**src/rtl/apt_pkg.sv**
```systemverilog
// Shared types, widths and codes of the affine point transform.
`timescale 1ns / 1ps
`default_nettype none

package apt_pkg;

    localparam int FRAC_BITS   = 16;
    localparam int COORD_WIDTH = 32;

    // Configuration register file
    localparam int NUM_REGS  = 6;
    localparam int IDX_WIDTH = 3;
    localparam logic [IDX_WIDTH-1:0] REG_COEF_A  = 3'd0;
    localparam logic [IDX_WIDTH-1:0] REG_COEF_B  = 3'd1;
    localparam logic [IDX_WIDTH-1:0] REG_COEF_C  = 3'd2;
    localparam logic [IDX_WIDTH-1:0] REG_COEF_D  = 3'd3;
    localparam logic [IDX_WIDTH-1:0] REG_SHIFT_X = 3'd4;
    localparam logic [IDX_WIDTH-1:0] REG_SHIFT_Y = 3'd5;

    // Request kinds
    localparam logic REQ_FORWARD = 1'b0;
    localparam logic REQ_INVERSE = 1'b1;

    // Datapath widths
    localparam int OPW   = COORD_WIDTH + 1;      // point minus translation
    localparam int PRW   = COORD_WIDTH + OPW;    // coefficient times operand
    localparam int DPW   = 2 * COORD_WIDTH;      // coefficient times coefficient
    localparam int NUMW  = PRW + 2;              // signed numerator
    localparam int DENW  = DPW + 2;              // signed determinant
    localparam int MAGW  = NUMW;                 // numerator magnitude
    localparam int DVW   = DENW;                 // divisor magnitude
    localparam int QW    = COORD_WIDTH - 1;      // quotient bits below saturation
    localparam int DIVW  = MAGW + FRAC_BITS;     // dividend
    localparam int HEADW = DIVW - QW;            // dividend bits above the quotient
    localparam int REMW  = DVW + 1;              // partial remainder
    localparam int WHOLE_LIM_BIT = COORD_WIDTH - 1 - FRAC_BITS;

    // Back pipeline: mul, sum, abs, init, QW divide steps, round, output
    localparam int BACK_DEPTH = QW + 6;

    // Request queue between front and back
    localparam int QDEPTH = 2;
    localparam int QPW    = $clog2(QDEPTH);
    localparam int QCW    = $clog2(QDEPTH + 1);

    typedef logic [COORD_WIDTH-1:0] t_coord;

    localparam t_coord COEF_ONE  = t_coord'(1) << FRAC_BITS;
    localparam t_coord COORD_MAX = {1'b0, {(COORD_WIDTH-1){1'b1}}};
    localparam t_coord COORD_MIN = {1'b1, {(COORD_WIDTH-1){1'b0}}};
    localparam logic signed [DENW-1:0] DEN_FWD = DENW'(1) << (2 * FRAC_BITS);

    typedef struct packed {
        t_coord a;
        t_coord b;
        t_coord c;
        t_coord d;
        t_coord tx;
        t_coord ty;
    } t_coefs;

    // Classified request handed from front to back
    typedef struct packed {
        logic           inv;
        logic           whole;
        logic [OPW-1:0] ux;
        logic [OPW-1:0] uy;
    } t_fitem;

    // Per-request flags carried beside the divider
    typedef struct packed {
        logic neg_x;
        logic neg_y;
        logic ovf_x;
        logic ovf_y;
        logic whole;
        logic sing;
    } t_side;

    typedef struct packed {
        logic [REMW-1:0] rem_x;
        logic [QW-1:0]   bits_x;
        logic [REMW-1:0] rem_y;
        logic [QW-1:0]   bits_y;
        logic [DVW-1:0]  divisor;
        t_side           side;
    } t_div_stage;

endpackage

`default_nettype wire

```
**src/rtl/apt_queue.sv**
```systemverilog
// Short request queue between the front and the back of the transform.
`timescale 1ns / 1ps
`default_nettype none

module apt_queue (
    input  wire logic            i_clk,
    input  wire logic            i_rst_n,
    input  wire logic            i_push,
    input  wire apt_pkg::t_fitem i_item,
    output logic                 o_has_room,
    input  wire logic            i_pop,
    output logic                 o_has_item,
    output apt_pkg::t_fitem      o_item
);

    apt_pkg::t_fitem             r_mem [apt_pkg::QDEPTH];
    logic [apt_pkg::QPW-1:0]     r_wp;
    logic [apt_pkg::QPW-1:0]     r_rp;
    logic [apt_pkg::QCW-1:0]     r_cnt;
    logic                        push_ok;
    logic                        pop_ok;

    assign o_has_room = (r_cnt != apt_pkg::QCW'(apt_pkg::QDEPTH));
    assign o_has_item = (r_cnt != '0);
    assign o_item     = r_mem[r_rp];
    assign push_ok    = i_push && o_has_room;
    assign pop_ok     = i_pop && o_has_item;

    always_ff @(posedge i_clk) begin
        if (!i_rst_n) begin
            r_wp  <= '0;
            r_rp  <= '0;
            r_cnt <= '0;
        end else begin
            if (push_ok) begin
                r_wp <= r_wp + 1'b1;
            end
            if (pop_ok) begin
                r_rp <= r_rp + 1'b1;
            end
            if (push_ok && !pop_ok) begin
                r_cnt <= r_cnt + 1'b1;
            end else if (pop_ok && !push_ok) begin
                r_cnt <= r_cnt - 1'b1;
            end
        end
    end

    always_ff @(posedge i_clk) begin
        if (push_ok) begin
            r_mem[r_wp] <= i_item;
        end
    end

endmodule

`default_nettype wire

```
**config.mk**
```make
export PLATFORM = sky130hd
export DESIGN_NAME = apt_queue
export DESIGN_NICKNAME = d
export VERILOG_FILES = /design/src/rtl/apt_pkg.sv /design/src/rtl/apt_queue.sv
export SDC_FILE = /design/constraint.sdc
export NUM_CORES = 1
export LEC_CHECK = 0
export ABC_AREA = 1
export BUFFER_PORTS_ARGS = -buffer_cell sky130_fd_sc_hd__buf_2
export CORE_MARGIN = 10
export CORE_UTILIZATION = 56
export DETAILED_ROUTE_END_ITERATION = 10
export PLACE_DENSITY = 0.84
export REMOVE_ABC_BUFFERS = 1
export SKIP_CTS_REPAIR_TIMING = 1
export SLEW_MARGIN = 20
export SYNTH_ARGS = -nofsm -noshare
export SYNTH_HDL_FRONTEND = slang
export SYNTH_SLANG_ARGS = --single-unit
```
**constraint.sdc**
```tcl
create_clock -name i_clk -period 6.3 [get_ports i_clk]
set_input_delay 1.26 -clock i_clk [delete_from_list [all_inputs] [get_ports i_clk]]
set_output_delay 1.26 -clock i_clk [all_outputs]
set_load 0.05 [all_outputs]
```
Word level (Yosys, flattened, before mapping)

Memory sizes are Yosys's and may differ from the RTL's. A register that Yosys moved wholly into a read port is not among the register bits.
Index checks and enable logic that the tools add are counted.

Register bits: 4
RAM bits: 136
Memories kept: 1

$add $sub $neg: 4
Eq/ne operators: 1
Multiplexer cells: 6
Reductions and logical operators: 8

Memory list:

| memory | words | width | read ports | clocked after memory_dff | wr ports | line            | source |
|---|---|---|---|---|---|---|---|
| r_mem  | 2     | 68    | 1          | 1                        | 1        | apt_queue.sv:16 | `apt_pkg::t_fitem r_mem [apt_pkg::QDEPTH];` |

Operators with widths:

| kind                  | number |
|---|---|
| $logic_and A1 B1 Y1   | 4 |
| $mux W1               | 4 |
| $mux W2               | 2 |
| $reduce_bool A2 Y1    | 2 |
| $add A1 B1 Y1 const B | 2 |
| $add A2 B1 Y2 const B | 1 |
| $logic_not A1 Y1      | 2 |
| $ne A2 B2 Y1 const B  | 1 |
| $sub A2 B1 Y2 const B | 1 |

Longest topological paths before layout

Word-level depth: 6
Depth in mapped cells: 11
Gate-level depth less buffers: 11

Least setup slack after synthesis

No wires, ideal clock.

Path kind: input -> register
Start: input port i_push
End: memory r_mem[0][0] in the netlist's numbering (enable)
Library setup time: 0.495 ns
Arrival: 4.219 ns
Data required time: 5.805 ns
Path slack: 1.587 ns
Stages on the path: 2
Path through: nand2_1 -> nor2_1

Cells in the longest elaborated chain, start to end: 3

RTL lines:

| item                          | line            | source |
|---|---|---|
| start: declaration            | apt_queue.sv:8  | `input wire logic i_push,` |
| $logic_and A1 B1 Y1           | apt_queue.sv:26 | `assign push_ok = i_push && o_has_room;` |
| $mux W1                       | apt_queue.sv:50 | `if (push_ok) begin` |
| $mux W1 (implied by the code) | apt_queue.sv:51 | `r_mem[r_wp] <= i_item;` |
| end: declaration              | apt_queue.sv:16 |  |

Every way passes these cells.

==> metrics.txt <==
synth warn 0; Critical Path Fanout Max 68; via count 2,723; unrepaired setup endpoints after global routing no; initial antenna violation count 1; Power Density 482 nW/um^2; Post-layout nets 477; Core ar. 9150 um^2; io pins 142; drt via density 5.16; crit share post-route 0.549; Inserted Clock Buffers 17; All-Layer GR Usage 0.150; endpoints failing setup 0; FF+latch count, synth 141; Die Height 117 um; gr ovfl total 0; Routed Antenna Nets 0; root buffer cell clkbuf_8; minimum clock period 3.46 ns; CP peak stage delay 1.01 ns; register area share after synthesis 0.799; Worst-Margin Slew 1.01 ns; DRC Markers 0; Final Hold Vio Count 0; Clock Pin Slew Worst Setup and Hold Paths 0.05 ns; Syn Inst Count 249; Leak 2.57 nW; wirelength, routed 10,200 um; clock tree buffer depth 2; Fin Clk Skew 0.00763 ns; crit path kind register to output pin; top-area cell type share of the netlist area 0.780; cell depth of the worst hold path 2; H-tree depth 4; Worst-Skew Late Latency 0.49 ns; vias in the first global route 3,122; crit start category register; FF-to-FF setup slack 4.00 ns; VDD IR max 251 uV; CP delay by family, top flip-flops; # Max-Cap Violations 0; die area 13,600 um^2; synthesis-to-finish area growth 27.0%; Post-Layout Cell Count 528; Final Cell Area 6650 um^2; Setup WS post-layout 2.84 ns; crit end category output pin; CTS tree built; Placed Area 6040 um^2; Initial Util 0.572; largest net degree at the start of global routing 69; largest area contributor in the netlist edfxtp_1; filler cell count 592; f_max 289 MHz; Synth area leaders edfxtp_1 78%, mux2_2 10%, mux2_4 5.7%, dfxtp_1 1.9%, nand2_1 0.65%; Tot Pwr 3.20 mW; post-layout util 0.727; Iteration-0 DRC Markers 137; TritonRoute pass-1 iters 4; r2r worst-path depth 5; Slew HR 0.328; crit path DAT 2.20 ns; critical path depth 2; hold slack final 0.531 ns; clk sinks 141; distinct cell type count after synthesis 16; mean area per synthesized cell 21.0 um^2; Placer Congestion 0.661; Final Max Tran Viols 0; crit path max-delay cell type dfxtp_4; Chip Width 117 um; drt wl/cell 19.3 um; placed cells 495; Critical Path RT 5.04 ns; Ant. Diodes 0; status complete, no violations; CP cell instances mux2_2 > buf_2; first-pass GRT wire length 15,500 um; fraction of layout cells with a size suffix above 1 0.588; Synth Cell Area 5240 um^2; pre-CTS worst setup slack 2.95 ns; Fin Setup TNS 0 ns; HP Class register to register; Std-Cell Rows 35; # port buffers 141; Crit path buffers/inverters 1; DP HPWL 6750 um
## kinds of logic (layout without fill, tap and decap cells)
family,after synthesis,count (layout),synth area share
flip-flops,141,141,0.799
multiplexers,68,68,0.161
AND/OR/NAND/NOR,19,19,0.0143
buffers and inverters,16,184,0.0196
AO/OA/AOI/OAI,4,4,0.00430
adder cells (fa/ha/maj),1,1,0.00239
## report_power, final
part	total, mW	switching [mW]	internal [mW]
logic	0.958	0.678	0.280
registers	1.27	0.0856	1.19
clock network	0.972	0.366	0.606
total	3.20	1.13	2.07
## cell usage in the layout, fill, tap and decap left out, types with 2 or more instances in the layout
master | synthesis | layout
buf_2 | 4 | 141
edfxtp_1 | 136 | 136
mux2_2 | 48 | 48
mux2_4 | 20 | 20
clkbuf_16 | 0 | 16
nand2_1 | 9 | 9
inv_1 | 8 | 8
nor2_1 | 8 | 6
clkinvlp_4 | 0 | 4
dfxtp_1 | 5 | 4
bufinv_16 | 0 | 3
inv_6 | 0 | 3
nor2_4 | 0 | 2
o21ai_0 | 2 | 2
clkbuf_1 | 0 | 2
clkinv_2 | 0 | 2
buf_4 | 0 | 2
## per-layer routing
| layer | track usage | up-vias | routed length (um) |
|---|---|---|---|
| met5 | 0 | - | 13 |
| met3 | 0.0611 | 8 | 856 |
| met4 | 0.0585 | 2 | 67 |
| met1 | 0.156 | 1337 | 3890 |
| li1 | - | 1280 | - |
| met2 | 0.264 | 96 | 5370 |
## synthesized netlist by cell type
master	number
nand4_1	1
inv_1	8
buf_2	4
a21oi_1	1
buf_8	2
mux2_4	20
nand2_1	9
edfxtp_1	136
nand3_1	1
mux2_2	48
buf_6	2
o21a_1	1
dfxtp_1	5
ha_1	1
nor2_1	8
o21ai_0	2
## worst register-to-register path: stages (launching register included)
cell     delay, ns
dfxtp_1       0.35
inv_1         0.10
nand2_1       0.11
nand2_1       0.18
nor2_4        0.51
buf_4         0.63
## final timing paths
path | start | to
worst min-delay path | r_rp | register
worst max register to register | r_cnt[0] | r_mem[1][1]
worst min register to register | r_rp | register
worst max-delay path | register | o_item[7]
## state kept, by name, indices dropped and copies added (netlist names), named ones only
| signal | cells |
|---|---|
| r_wp | 1 |
| r_mem | 136 |
| r_rp | 1 |
| r_cnt | 2 |
## final cells by class
cell class	instances	area, um^2	area share
Tap cell	111	139	0.0209
Clock buffer	19	422	0.0634
Inverter	8	30.0	0.00452
Sequential cell	141	4190	0.630
Timing Repair Buffer	144	741	0.111
Clock inverter	13	165	0.0248
Multi-Input combinational cell	92	966	0.145
(Power assumes the default switching activity.)
