$ cat src/rtl/apt_pkg.sv
// Shared types, widths and codes of the affine point transform.
`timescale 1ns / 1ps
`default_nettype none

package apt_pkg;

    localparam int FRAC_BITS   = 16;
    localparam int COORD_WIDTH = 32;

    // Configuration register file
    localparam int NUM_REGS  = 6;
    localparam int IDX_WIDTH = 3;
    localparam logic [IDX_WIDTH-1:0] REG_COEF_A  = 3'd0;
    localparam logic [IDX_WIDTH-1:0] REG_COEF_B  = 3'd1;
    localparam logic [IDX_WIDTH-1:0] REG_COEF_C  = 3'd2;
    localparam logic [IDX_WIDTH-1:0] REG_COEF_D  = 3'd3;
    localparam logic [IDX_WIDTH-1:0] REG_SHIFT_X = 3'd4;
    localparam logic [IDX_WIDTH-1:0] REG_SHIFT_Y = 3'd5;

    // Request kinds
    localparam logic REQ_FORWARD = 1'b0;
    localparam logic REQ_INVERSE = 1'b1;

    // Datapath widths
    localparam int OPW   = COORD_WIDTH + 1;      // point minus translation
    localparam int PRW   = COORD_WIDTH + OPW;    // coefficient times operand
    localparam int DPW   = 2 * COORD_WIDTH;      // coefficient times coefficient
    localparam int NUMW  = PRW + 2;              // signed numerator
    localparam int DENW  = DPW + 2;              // signed determinant
    localparam int MAGW  = NUMW;                 // numerator magnitude
    localparam int DVW   = DENW;                 // divisor magnitude
    localparam int QW    = COORD_WIDTH - 1;      // quotient bits below saturation
    localparam int DIVW  = MAGW + FRAC_BITS;     // dividend
    localparam int HEADW = DIVW - QW;            // dividend bits above the quotient
    localparam int REMW  = DVW + 1;              // partial remainder
    localparam int WHOLE_LIM_BIT = COORD_WIDTH - 1 - FRAC_BITS;

    // Back pipeline: mul, sum, abs, init, QW divide steps, round, output
    localparam int BACK_DEPTH = QW + 6;

    // Request queue between front and back
    localparam int QDEPTH = 2;
    localparam int QPW    = $clog2(QDEPTH);
    localparam int QCW    = $clog2(QDEPTH + 1);

    typedef logic [COORD_WIDTH-1:0] t_coord;

    localparam t_coord COEF_ONE  = t_coord'(1) << FRAC_BITS;
    localparam t_coord COORD_MAX = {1'b0, {(COORD_WIDTH-1){1'b1}}};
    localparam t_coord COORD_MIN = {1'b1, {(COORD_WIDTH-1){1'b0}}};
    localparam logic signed [DENW-1:0] DEN_FWD = DENW'(1) << (2 * FRAC_BITS);

    typedef struct packed {
        t_coord a;
        t_coord b;
        t_coord c;
        t_coord d;
        t_coord tx;
        t_coord ty;
    } t_coefs;

    // Classified request handed from front to back
    typedef struct packed {
        logic           inv;
        logic           whole;
        logic [OPW-1:0] ux;
        logic [OPW-1:0] uy;
    } t_fitem;

    // Per-request flags carried beside the divider
    typedef struct packed {
        logic neg_x;
        logic neg_y;
        logic ovf_x;
        logic ovf_y;
        logic whole;
        logic sing;
    } t_side;

    typedef struct packed {
        logic [REMW-1:0] rem_x;
        logic [QW-1:0]   bits_x;
        logic [REMW-1:0] rem_y;
        logic [QW-1:0]   bits_y;
        logic [DVW-1:0]  divisor;
        t_side           side;
    } t_div_stage;

endpackage

`default_nettype wire

$ cat src/rtl/apt_front.sv
// Front end: takes a request, removes the translation for inverse requests.
`timescale 1ns / 1ps
`default_nettype none

module apt_front (
    input  wire logic            i_clk,
    input  wire logic            i_rst_n,
    input  wire logic            i_valid,
    output logic                 o_ready,
    input  wire logic            i_req_type,
    input  wire apt_pkg::t_coord i_in_x,
    input  wire apt_pkg::t_coord i_in_y,
    input  wire logic            i_round_to_integer,
    input  wire apt_pkg::t_coord i_shift_x,
    input  wire apt_pkg::t_coord i_shift_y,
    output logic                 o_push,
    input  wire logic            i_room,
    output apt_pkg::t_fitem      o_item
);

    logic                          r_vld;
    apt_pkg::t_fitem               r_item;
    apt_pkg::t_fitem               n_item;
    logic [apt_pkg::OPW-1:0]       ext_x;
    logic [apt_pkg::OPW-1:0]       ext_y;
    logic [apt_pkg::OPW-1:0]       ext_tx;
    logic [apt_pkg::OPW-1:0]       ext_ty;

    assign o_ready = !r_vld || i_room;
    assign o_push  = r_vld;
    assign o_item  = r_item;

    assign ext_x  = {i_in_x[apt_pkg::COORD_WIDTH-1], i_in_x};
    assign ext_y  = {i_in_y[apt_pkg::COORD_WIDTH-1], i_in_y};
    assign ext_tx = {i_shift_x[apt_pkg::COORD_WIDTH-1], i_shift_x};
    assign ext_ty = {i_shift_y[apt_pkg::COORD_WIDTH-1], i_shift_y};

    always_comb begin
        n_item.inv   = (i_req_type == apt_pkg::REQ_INVERSE);
        n_item.whole = i_round_to_integer;
        if (n_item.inv) begin
            n_item.ux = ext_x - ext_tx;
            n_item.uy = ext_y - ext_ty;
        end else begin
            n_item.ux = ext_x;
            n_item.uy = ext_y;
        end
    end

    always_ff @(posedge i_clk) begin
        if (!i_rst_n) begin
            r_vld <= 1'b0;
        end else if (o_ready) begin
            r_vld <= i_valid;
        end
    end

    always_ff @(posedge i_clk) begin
        if (o_ready && i_valid) begin
            r_item <= n_item;
        end
    end

endmodule

`default_nettype wire

$ cat config.mk
export PLATFORM = sky130hd
export DESIGN_NAME = apt_front
export DESIGN_NICKNAME = d
export VERILOG_FILES = /design/src/rtl/apt_pkg.sv /design/src/rtl/apt_front.sv
export SDC_FILE = /design/constraint.sdc
export NUM_CORES = 1
export LEC_CHECK = 0
export ABC_AREA = 0
export BUFFER_PORTS_ARGS = -buffer_cell sky130_fd_sc_hd__buf_2
export CAP_MARGIN = 20
export CELL_PAD_IN_SITES_DETAIL_PLACEMENT = 2
export CELL_PAD_IN_SITES_GLOBAL_PLACEMENT = 2
export CORE_ASPECT_RATIO = 0.6
export CORE_MARGIN = 4
export CORE_UTILIZATION = 25
export DETAILED_ROUTE_END_ITERATION = 7
export PLACE_DENSITY = 0.7
export REMOVE_ABC_BUFFERS = 1
export SETUP_SLACK_MARGIN = 0.1
export SLEW_MARGIN = 20
export SYNTH_ARGS = -nofsm -noshare
export SYNTH_HDL_FRONTEND = slang
export SYNTH_SLANG_ARGS = --single-unit
$ cat constraint.sdc
create_clock -name i_clk -period 2.9 [get_ports i_clk]
set_input_delay 0.435 -clock i_clk [delete_from_list [all_inputs] [get_ports i_clk]]
set_output_delay 0.435 -clock i_clk [all_outputs]
set_load 0.01 [all_outputs]
* Word level (Yosys, flattened, before mapping)
Cells that the tools add are included.
** Storage, ports and cells
- Output and inout bits :: 70
- Flip-flop bits (word level) :: 69
- Input bits :: 134
- Logic and storage cells :: 11
** Cells by class
- Reduce and logical (&&, ||, !) cells :: 3
- Add/subtract/negate cells :: 2
- Muxes and demuxes :: 1
** Operators by type and width (count)
- $mux 66 :: 1
- $sub 32x32->33 :: 2
- $logic_and 1x1->1 :: 1
- $logic_not 1->1 :: 1
- $logic_or 1x1->1 :: 1

* Logic depth before layout (Yosys ltp)
Gate-level depths: netlist of run 1.
- Word-level depth :: 3
- Mapped depth :: 11
- Mapped depth without buffers :: 11

* Least setup slack after synthesis of run 1
OpenSTA, ideal clock, no wires.
- Kind :: input port to flip-flop
- Start :: in i_in_x[0]
- End :: reg r_item (netlist bit o_item[59]) (data pin)
- Library setup time :: 260 ps
- Buffers on the path :: 0
- Data arrival time :: 2504 ps
- Setup slack :: 136 ps
- Stages :: 11
- Data required time :: 2640 ps
- Cell sequence :: inv_1 > ha_1 > fa_1 > nor2b_1 > o211ai_1 > a211oi_1 > o21a_1 > a41o_1 > o41ai_4 > xnor2_1 > mux2_4
** RTL lines
- start: declaration :: RTL line apt_front.sv:11 : input wire apt_pkg::t_coord i_in_x,
- end signal: assignment :: RTL line apt_front.sv:60 : r_item <= n_item;
- end: declaration :: RTL line apt_front.sv:22 : apt_pkg::t_fitem r_item;

==> impl_metrics.env, run 1 <==
export IMPL_htree_num_levels=3
export IMPL_clkTransAtPathRegs_ps=60
export IMPL_worst_slew_pin_slew_ps=696
export IMPL_timing_final_ws_setup_ps=175
export IMPL_clkSinkCount=69
export IMPL_critPathMaxFanout=3
export IMPL_antenna_left=0
export IMPL_maxCapViolations=0
export IMPL_routed_wl_mm=25.2
export IMPL_drc_errors=0
export IMPL_grt_use_total_pct=17.2
export IMPL_holdCritPathClass="input port to register"
export IMPL_start_util_pct=25.8
export IMPL_synth_compound_area_share_pct=22.0
export IMPL_synth_area_leader_cell="edfxtp_1"
export IMPL_pin_count=204
export IMPL_clock_path_buffers=2
export IMPL_final_cell_mix="buf_2 (203), inv_1 (82), edfxtp_1 (68), buf_4 (68), a21oi_1 (67)"
export IMPL_async_flop_share_pct=0
export IMPL_layout_cells_non_filler=1348
export IMPL_dr_pass1_iters=4
export IMPL_fin_setup_tns_ps=0
export IMPL_cts_root_buf="clkbuf_16"
export IMPL_coreArea_um2=25600
export IMPL_grt_pass1_vias=7246
export IMPL_drive_gt1_share_pct=35.0
export IMPL_gp_congestion=0.807
export IMPL_via_per_inst=4.81
export IMPL_path_cells="buf_2 > inv_1 > ha_1 > fa_1 > nor2b_2 > o211ai_1 > a211oi_1 > buf_4 > o21a_1 > a41o_1 > o41ai_4 > or4_1 > nand3_1"
export IMPL_synth_ff_latch_count=69
export IMPL_cp_arrival_ps=2960
export IMPL_cts_buffers_inserted=9
export IMPL_post_cts_buffers=0
export IMPL_die_area_um2=29100
export IMPL_max_freq_ghz=0.367
export IMPL_synthTopCellsByArea="edfxtp_1 (31%), ha_1 (12%), mux2_2 (7.0%)"
export IMPL_worstSetupPathType="input port to register"
export IMPL_path_delay_family="compound AO/OA/AOI/OAI gates"
export IMPL_die_w_um=218
export IMPL_dp_cells=1332
export IMPL_slew_headroom_pct=53.6
export IMPL_netlist_instances=741
export IMPL_synth_top_area_share_pct=30.9
export IMPL_synth_simple_area_share_pct=13.0
export IMPL_dp_slack_ps=-299
export IMPL_grt_max_degree=68
export IMPL_synthXorXnorAreaFrac_pct=6.50
export IMPL_gr_total_overflow=0
export IMPL_finalNetCount=1191
export IMPL_cpMaxStageDelayCell="fa_1"
export IMPL_fp_dieH_um=134
export IMPL_synth_edff_count=68
export IMPL_vdd_drop_max_uv=252
export IMPL_synth_top_family_by_area="compound AO/OA/AOI/OAI gates"
export IMPL_rsz0062_at_grt="true"
export IMPL_path_buf_inv=3
export IMPL_first_iter_violations=237
export IMPL_avgSynthCellArea_um2=8.91
export IMPL_synth_area_um2=6600
export IMPL_critPathLaunchType="input port"
export IMPL_syn2layout_area_growth_pct=32.9
export IMPL_finalCritPeriodShare_pct=94.0
export IMPL_power_density_nw_per_um2=443
export IMPL_ys_flop_type="edfxtp_1"
export IMPL_power_leakage_nw=4.23
export IMPL_status="finished clean"
export IMPL_cts_tree="done"
export IMPL_setup_viol=0
export IMPL_vias=6486
export IMPL_max_stage_delay_ps=410
export IMPL_routedWlPerCell_um=18.7
export IMPL_grt_pass1_wl_mm=39.8
export IMPL_clkLatencyLatePin_ps=370
export IMPL_synthAdderAreaFrac_pct=12.7
export IMPL_synth_warnings=0
export IMPL_synth_cell_types=65
export IMPL_crit_required_ps=3130
export IMPL_seq_area_frac_synth_pct=31.2
export IMPL_fp_row_count=45
export IMPL_hpwl_mm=20.5
export IMPL_skew_ps=6.22
export IMPL_layout_commonest_cell="buf_2"
export IMPL_hold_violations=0
export IMPL_muxShareOfSynthArea_pct=7.76
export IMPL_drv_slew=0
export IMPL_fin_crit_ps=2720
export IMPL_io_buffers=203
export IMPL_critPathCaptureType="register"
export IMPL_antenna_found_initial=3
[registers in the layout, summed over array words and instances (netlist names)]
signal  flops
o_push      1
o_item     68
[worst paths after layout]
| path | start | endpoint | slack [ps] | cells after the start |
|---|---|---|---|---|
| hold reg to reg | o_push$_SDFFE_PN0N_ | o_push$_SDFFE_PN0N_ | 540 | 2 |
| setup / recovery | i_in_x[0] | o_item[63]$_DFFE_PP_ | 180 | 13 |
| hold / removal | i_round_to_integer | o_item[66]$_DFFE_PP_ | 240 | 1 |
| setup reg to reg | o_push$_SDFFE_PN0N_ | o_item[7]$_DFFE_PP_ | 1300 | 3 |
[report_power, final]
part	total, W	switching (W)	leakage [nW]	internal (W)
clock network	0.00114	0.000491	0.136	0.000652
logic	0.00147	0.000798	3.43	0.000675
registers	0.00127	0.0000310	0.667	0.00124
[area by class of cell]
type	count	area (um^2)
clock buffers	9	225
well taps	352	440
repair buffers	273	1570
diodes	1	2.50
flip-flops and latches	69	2060
inverters	82	308
fillers	2942	16800
multi-input cells	556	4110
clock inverters	6	55.1
[what timing repair did]
action	in CTS	in global routing
endpoints found under the hold margin	0	0
endpoints found under the setup margin	0	10
resized for setup	0	4
hold buffers	0	0
[metrics by stage]
| stage | cell area, um^2 | util (%) | power (W) | hold slack [ps] |
|---|---|---|---|---|
| finish | 8770 | 34.2 | 0.00388 | 242 |
| global route | 8770 | 34.2 | 0.00415 | 221 |
| CTS | 8750 | 34.1 | 0.00396 | 216 |
| detailed placement | 8470 | 33.1 | 0.00277 | 538 |
| global placement | 8470 | 33.1 | 0.00272 | 521 |
| floorplan | 6460 | - | 0.00214 | 534 |
[Yosys cell counts, types with 3 or more instances]
library cell  instances
a211o_1               3
a211oi_1              7
a21boi_0              3
a21o_1               35
a21oi_1              69
a221oi_1              3
a31oi_1               4
and2_1                6
and3_1                7
buf_1                 3
buf_2                 4
clkbuf_1             26
edfxtp_1             68
ha_1                 64
inv_1                82
mux2_2               41
nand2_1              60
nand2b_1              8
nand3_1              17
nand4_1              15
nor2_1               36
nor2b_1               8
nor3_1                7
o211ai_1              9
o21a_1                8
o21ai_0              39
o21bai_1              5
o311ai_0              4
o31ai_1               4
or3_1                 3
xnor2_1              26
xor2_1               23
[logic make-up after synthesis]
family	Yosys count
AO/OA/AOI/OAI	220
AND/OR/NAND/NOR	176
buffers and inverters	116
flip-flops	69
adder cells (fa/ha/maj)	66
XOR/XNOR	49
multiplexers	45
[metal layers]
metal / global-route usage (%) / wire length (um) / vias up
li1: - / - / 3191
met1: 23.8 / 12500 / 3143
met2: 27.5 / 11200 / 131
met3: 4.71 / 1210 / 17
met4: 2.77 / 232 / 4
met5: 0 / 32 / -
No activity file was read; power rests on OpenSTA's default activity.
==> run 2: changes to the inputs <==
- CORE_UTILIZATION: 25 -> 28
- CTS_CLUSTER_SIZE: not set -> 25
- PLACE_DENSITY: 0.7 -> 0.78
==> impl_metrics.env, run 2 (synthesis results as in run 1) <==
export IMPL_die_area_um2=26200
export IMPL_vdd_drop_max_uv=267
export IMPL_coreArea_um2=23100
export IMPL_vias=6510
export IMPL_reg2reg_from="o_push$_SDFFE_PN0N_"
export IMPL_critPathMaxFanout=4
export IMPL_dr_pass1_iters=4
export IMPL_layout_commonest_cell="buf_2"
export IMPL_routedWlPerCell_um=19.5
export IMPL_maxCapViolations=0
export IMPL_clock_path_buffers=2
export IMPL_clkSinkCount=69
export IMPL_dp_cells=1297
export IMPL_gp_congestion=0.847
export IMPL_fp_row_count=43
export IMPL_clkLatencyLatePin_ps=350
export IMPL_antenna_left=0
export IMPL_cts_hold_buffers=0
export IMPL_cpMaxStageDelayCell="ha_1"
export IMPL_grt_pass1_wl_mm=39.9
export IMPL_slew_headroom_pct=67.2
export IMPL_reg2reg_to="o_item[2]$_DFFE_PP_"
export IMPL_cts_root_buf="clkbuf_16"
export IMPL_gr_total_overflow=0
export IMPL_first_iter_violations=339
export IMPL_n_antenna_cell=0
export IMPL_worst_slew_pin_slew_ps=492
export IMPL_power_density_nw_per_um2=458
export IMPL_path_cells="buf_2 > ha_1 > a21oi_1 > o21ai_1 > a31oi_1 > a211oi_1 > o21ai_1 > o21ai_0 > buf_4 > xor2_1 > mux2_2"
export IMPL_antenna_found_initial=1
export IMPL_setup_viol=0
export IMPL_holdCritPathClass="input port to register"
export IMPL_final_cell_mix="buf_2 (203), inv_1 (82), buf_4 (71)"
export IMPL_finalCritPeriodShare_pct=92.1
export IMPL_fp_dieH_um=127
export IMPL_via_per_inst=4.95
export IMPL_finalNetCount=1195
export IMPL_routed_wl_mm=25.6
export IMPL_pin_count=204
export IMPL_clkTransAtPathRegs_ps=60
export IMPL_cp_arrival_ps=2770
export IMPL_io_buffers=203
export IMPL_crit_required_ps=3000
export IMPL_die_w_um=206
export IMPL_drc_errors=0
export IMPL_drive_gt1_share_pct=35.9
export IMPL_fillers=2661
export IMPL_holdCritStartpoint="i_round_to_integer"
export IMPL_hold_violations=0
export IMPL_htree_num_levels=3
export IMPL_fin_total_pwr_w=0.00406
export IMPL_cts_buffers_inserted=9
export IMPL_grt_use_total_pct=19.2
export IMPL_reg2reg_depth=3
export IMPL_rsz0062_at_grt="true"
export IMPL_rrSetupSlack_ps=1350
export IMPL_worstSetupPathType="input port to register"
export IMPL_multi_input_area_um2=4150
export IMPL_path_buf_inv=2
export IMPL_final_seq_area_um2=2060
export IMPL_path_delay_family="compound AO/OA/AOI/OAI gates"
export IMPL_timing_final_ws_setup_ps=230
export IMPL_max_stage_delay_ps=360
export IMPL_critPathLaunchType="input port"
export IMPL_largest_reg_flops=68
export IMPL_status="finished clean"
export IMPL_start_util_pct=28.5
export IMPL_grt_max_degree=68
export IMPL_dp_slack_ps=-248
export IMPL_hold_depth=1
export IMPL_fin_util_pct=38.3
export IMPL_cts_tree="done"
export IMPL_critPathCaptureType="register"
export IMPL_fin_crit_ps=2670
export IMPL_cp_common_cell="o21ai_1"
export IMPL_skew_ps=3.17
export IMPL_drv_slew=0
export IMPL_min_to="o_item[66]$_DFFE_PP_"
export IMPL_layout_cells_non_filler=1315
export IMPL_post_route_cell_area_um2=8850
export IMPL_hpwl_mm=20.6
export IMPL_syn2layout_area_growth_pct=34.1
export IMPL_power_leakage_nw=4.28
export IMPL_max_freq_ghz=0.375
export IMPL_grt_pass1_vias=7148
export IMPL_dpl_instance_area_um2=8450
-- run 2: what timing repair did --
item / CTS / global route
endpoints found under the hold margin: 0 / 0
pin swaps: 0 / 7
buffers inserted: 0 / 2
resized for setup: 1 / 12
setup endpoints to repair: 1 / 16
-- run 2: through the flow --
| stage | hold WS (ps) | setup TNS (ps) |
|---|---|---|
| finish | 263 | 0 |
| global route | 246 | 0 |
| detailed placement | 559 | -3000 |
| CTS | 247 | 0 |
| floorplan | 534 | 0 |
| global placement | 518 | -1210 |
-- run 2: worst max path at each step --
| stage | start | slack (ps) | cells after the start | endpoint |
|---|---|---|---|---|
| floorplan | i_in_x[0] | 140 | 11 | o_item[59]$_DFFE_PP_ |
| global placement | i_in_x[0] | -160 | 13 | o_item[59]$_DFFE_PP_ |
| detailed placement | i_in_x[0] | -250 | 13 | o_item[59]$_DFFE_PP_ |
| CTS | i_in_x[0] | 100 | 13 | o_item[59]$_DFFE_PP_ |
| global route | i_shift_x[4] | 40 | 12 | o_item[64]$_DFFE_PP_ |
| finish | i_in_x[10] | 230 | 11 | o_item[58]$_DFFE_PP_ |
-- run 2: cell type report --
| cell class | count | area share, % |
|---|---|---|
| multi-input combinational | 556 | 46.9 |
| sequential | 69 | 23.3 |
| timing repair buffer | 277 | 18.2 |
| tap | 315 | 4.45 |
| inverter | 82 | 3.48 |
| clock buffer | 12 | 2.90 |
| clock inverter | 4 | 0.792 |
-- run 2: metal layers --
metal / wire, um / GRT usage (%) / part of all wire (%) / vias up
met5: 7 / 0 / 0.027 / -
met2: 11900 / 32.5 / 47 / 123
li1: - / - / - / 3200
met4: 178 / 2.85 / 0.70 / 2
met3: 1070 / 3.81 / 4.2 / 14
met1: 12400 / 26.1 / 48 / 3171
-- run 2: where the power goes --
part	switching (W)	internal, W	total (W)	leakage, nW
Sequential	0.0000267	0.00124	0.00126	0.667
Combinational	0.000824	0.000695	0.00152	3.45
Clock	0.000473	0.000799	0.00127	0.163
Total	0.00132	0.00273	0.00406	4.28
